[src/hw/rtl/bom_pkg.sv]
`timescale 1ns / 1ps
package bom_pkg;

  localparam int OPC_W     = 2;
  localparam int BOX_W     = 16;
  localparam int BOX_PACK_W = 4 * BOX_W;
  localparam int TAG_W     = 31;
  localparam int CONF_W    = 16;
  localparam int CLASS_W   = 8;
  localparam int THR_W     = 17;
  localparam int SLOT_W    = 4;
  localparam int OUTC_W    = 3;
  localparam int CFG_IDX_W = 1;

  localparam int EDGE_W  = BOX_W + 1;
  localparam int OVL_W   = BOX_W + 2;
  localparam int AREA_W  = 2 * BOX_W;
  localparam int UNI_W   = AREA_W + 1;
  localparam int MUL_A_W = UNI_W;
  localparam int MUL_B_W = THR_W;
  localparam int MUL_P_W = MUL_A_W + MUL_B_W;
  localparam int FRAC_W  = 16;

  localparam logic [CONF_W-1:0] PROB_THR_RST = CONF_W'(32768);
  localparam logic [THR_W-1:0]  OVL_THR_RST  = THR_W'(32768);

  typedef enum logic [OPC_W-1:0] {
    OP_CLEAR    = 2'd0,
    OP_LOAD_TRK = 2'd1,
    OP_LOAD_LOC = 2'd2,
    OP_QUERY    = 2'd3
  } opcode_t;

  typedef enum logic [OUTC_W-1:0] {
    OUT_MERGED   = 3'd0,
    OUT_LOW_PROB = 3'd1,
    OUT_NO_TRACK = 3'd2,
    OUT_NO_LOC   = 3'd3,
    OUT_FULL     = 3'd4
  } outcome_t;

  typedef enum logic [CFG_IDX_W-1:0] {
    REG_PROB_THR = 1'd0,
    REG_OVL_THR  = 1'd1
  } cfg_reg_t;

endpackage

[src/hw/rtl/bom_mul.sv]
`timescale 1ns / 1ps
module bom_mul (
  input  logic                        clk,
  input  logic [bom_pkg::MUL_A_W-1:0] a,
  input  logic [bom_pkg::MUL_B_W-1:0] b,
  output logic [bom_pkg::MUL_P_W-1:0] p
);
  import bom_pkg::*;

  always_ff @(posedge clk) begin
    p <= MUL_P_W'(a) * MUL_P_W'(b);
  end

endmodule
[config.mk]
export PLATFORM = sky130hd
export DESIGN_NAME = bom_mul
export DESIGN_NICKNAME = d
export VERILOG_FILES = /design/src/hw/rtl/bom_pkg.sv /design/src/hw/rtl/bom_mul.sv
export SDC_FILE = /design/constraint.sdc
export NUM_CORES = 1
export LEC_CHECK = 0
export BUFFER_PORTS_ARGS = -buffer_cell sky130_fd_sc_hd__buf_2
export CORE_MARGIN = 8
export CORE_UTILIZATION = 40
export DETAILED_ROUTE_END_ITERATION = 8
export GPL_TIMING_DRIVEN = 0
export PLACE_DENSITY = 0.54
export SKIP_LAST_GASP = 1
export SLEW_MARGIN = 10
export SYNTH_ARGS = -nofsm -noshare
export SYNTH_HDL_FRONTEND = slang
export SYNTH_SLANG_ARGS = --single-unit
[constraint.sdc]
create_clock -name clk -period 8.4 [get_ports clk]
set_input_delay 0.84 -clock clk [delete_from_list [all_inputs] [get_ports clk]]
set_output_delay 0.84 -clock clk [all_outputs]
set_load 0.1 [all_outputs]
==> results.yml <==
global_route:
  grt_pass1_wl_um: 95000
  grt_usage_pct: 23.2
  overflow: 0
  grt_pass1_vias: 16100
  antenna_found_initial: 6
  grt_max_degree: 19
floorplan:
  die_area_um2: 54400
  fp.coreArea_um2: 46600
  fp.dieW_um: 233
  die_h_um: 233
  io_pins: 101
  rows: 79
  start_util_pct: 40.5
final_layout:
  drive_gt1_share_pct: 6.06
  top_register: "p"
  area_delta_synth_final_pct: 7.59
  nNetsFinal: 2883
  multi_input_area_um2: 15400
  seqCellArea_um2: 1000
  final_cell_mix: "inv_1 (555), fa_1 (464), nand2_1 (369), and2_1 (224), ha_1 (124)"
  top_regs: "p x50"
  mostFrequentLayoutCell: "inv_1"
  largest_reg_flops: 50
  fill_cells: 4730
worst_setup_path:
  cp_max_fo: 10
  start_kind: "input pin"
  timing_worst_setup_path_type: "input pin to flop"
  arrival_ps: 8290
  critPathCaptureType: "flop"
  cp.required_ps: 8650
clocking:
  clkSinkCount: 50
  cts-root-buf: "clkbuf_16"
  clk_pin_slew_ps: 100
  cts_buffers: 5
  cts_hold_buf: 0
  ctsResizeCount: 0
  cts_tree: "done"
  post_cts_buffers: 0
  cts_max_level: 2
  clockBufferDepth: 2
route:
  vias: 14400
  drt_iter0_drc: 821
  wl_um: 60000
  wl_per_cell_um: 21.0
  drc: 0
  ant_nets: 0
  via_per_inst: 5.04
  first_pass_iters: 5
sta:
  post-route-period-util_pct: 95.7
  grt_setup_unrepaired: "false"
  tightest_slew_ps: 1050
  max_freq_mhz: 124
  relSlewSlack_pct: 30.3
  slew_violations: 0
  min_period_ps: 8040
  hold_violations: 0
  setup_viol: 0
  finalWorstSetupSlack_ps: 360
job:
  drv_cap: 0
logic_synthesis:
  synth-simple-area-share_pct: 16.5
  ys.flop_type: "dfxtp_1"
  synth_compound_area_share_pct: 5.39
  synthesis.area_um2: 18900
  synth_edf_count: 0
  syn_nets: 2776
  synth_seq_area_share_pct: 5.30
  yosysUniqueCellTypes: 60
  async_flop_share_pct: 0
  synthMuxAreaShare_pct: 0
  synth_xor_xnor_area_share_pct: 2.14
  synth_top_family_by_area: "adder cells"
  synth_fa_ha_area_share_pct: 57.4
  avgSynthCellArea_um2: 8.83
  ys_warn_count: 0
  ys_ff_latch: 50
  syn_inst: 2137
placed_design:
  place_congestion: 0.921
  io_buffers: 100
  dpl.hpwl_um: 51000
  pre_cts_slack_ps: -77.1
hold_path:
  min_path_type: "input pin to flop"
outcome:
  outcome: "completed"
-- stage by stage --
stage               std cells  TNS [ps]  hold WS (ps)  instance area (um2)  util, %
finish                   2859         0           822                20300     43.6
global route             2855         0           816                20300     43.6
CTS                      2852         0           814                20300     43.6
detailed placement       2844     -91.5          1180                20100     43.2
global placement         2844     -45.7          1190                20100     43.2
floorplan                2137         0           962                18900        -
-- Yosys cell counts (all sizes together) (2+ instances only) --
cell type | count | area share (%)
a21oi | 52 | 1.4
o31ai | 2 | 0.11
o211ai | 3 | 0.12
a221oi | 2 | 0.13
nand3 | 10 | 0.27
nand2 | 372 | 7.4
a31oi | 12 | 0.48
a21o | 24 | 0.97
dfxtp | 50 | 5.3
xnor2 | 27 | 1.3
nor2 | 16 | 0.37
clkbuf | 89 | 1.8
nor4 | 2 | 0.066
o21bai | 13 | 0.52
ha | 124 | 8.2
or4 | 2 | 0.080
buf | 4 | 0.21
o21a | 8 | 0.32
xor2 | 19 | 0.88
inv | 555 | 11
and2 | 225 | 7.5
fa | 464 | 49
a31o | 2 | 0.093
nand4 | 11 | 0.36
o21ai | 19 | 0.52
nor2b | 3 | 0.099
a21bo | 2 | 0.11
and3 | 4 | 0.13
nor3 | 4 | 0.11
a21boi | 2 | 0.080
-- cell type report --
| cell class | instances | share of cell area [%] |
|---|---|---|
| Timing Repair Buffer | 100 | 2.47 |
| Antenna cell | 7 | 0.0863 |
| Tap cell | 607 | 3.74 |
| Inverter | 555 | 10.3 |
| Sequential cell | 50 | 4.93 |
| Clock inverter | 3 | 0.142 |
| Clock buffer | 5 | 0.616 |
| Buffer | 95 | 2.06 |
| Multi-Input combinational cell | 1437 | 75.7 |
-- layer usage --
layer	global-route usage (%)	share of wire [%]
met1	29.8	43
met2	39.6	49
met3	3.98	6.0
met4	7.10	2.8
met5	0	0.038
-- cell families after synthesis --
| logic type | count (synthesis) |
|---|---|
| and+or+nand+nor | 651 |
| adders and majority gates | 588 |
| DFF | 50 |
| AOI/OAI and AO/OA | 152 |
| xor gates and xnor gates | 46 |
| buffers and inverters | 650 |
-- worst paths after layout --
kind,to,start,cells after the start
worst min-delay path,p[0],b[0],2
worst max-delay path,p[42],b[2],23
-- critical path, cell delays in order --
cell and delay [ps]:
buf_2 210, clkbuf_1 740, nand2_1 200, fa_1 560, fa_1 530, fa_1 520
inv_1 60, fa_1 480, fa_1 490, inv_1 50, fa_1 470, inv_1 40
ha_1 280, buf_6 140, a21o_1 210, a31oi_1 260, o211ai_1 170, o21ai_1 440
a22oi_1 400, a221o_1 540, a31oi_1 340, a31oi_1 160, xor2_1 160
Power is not shown: default switching activity piles up to over one toggle a cycle in this logic, so the estimate is an artifact.
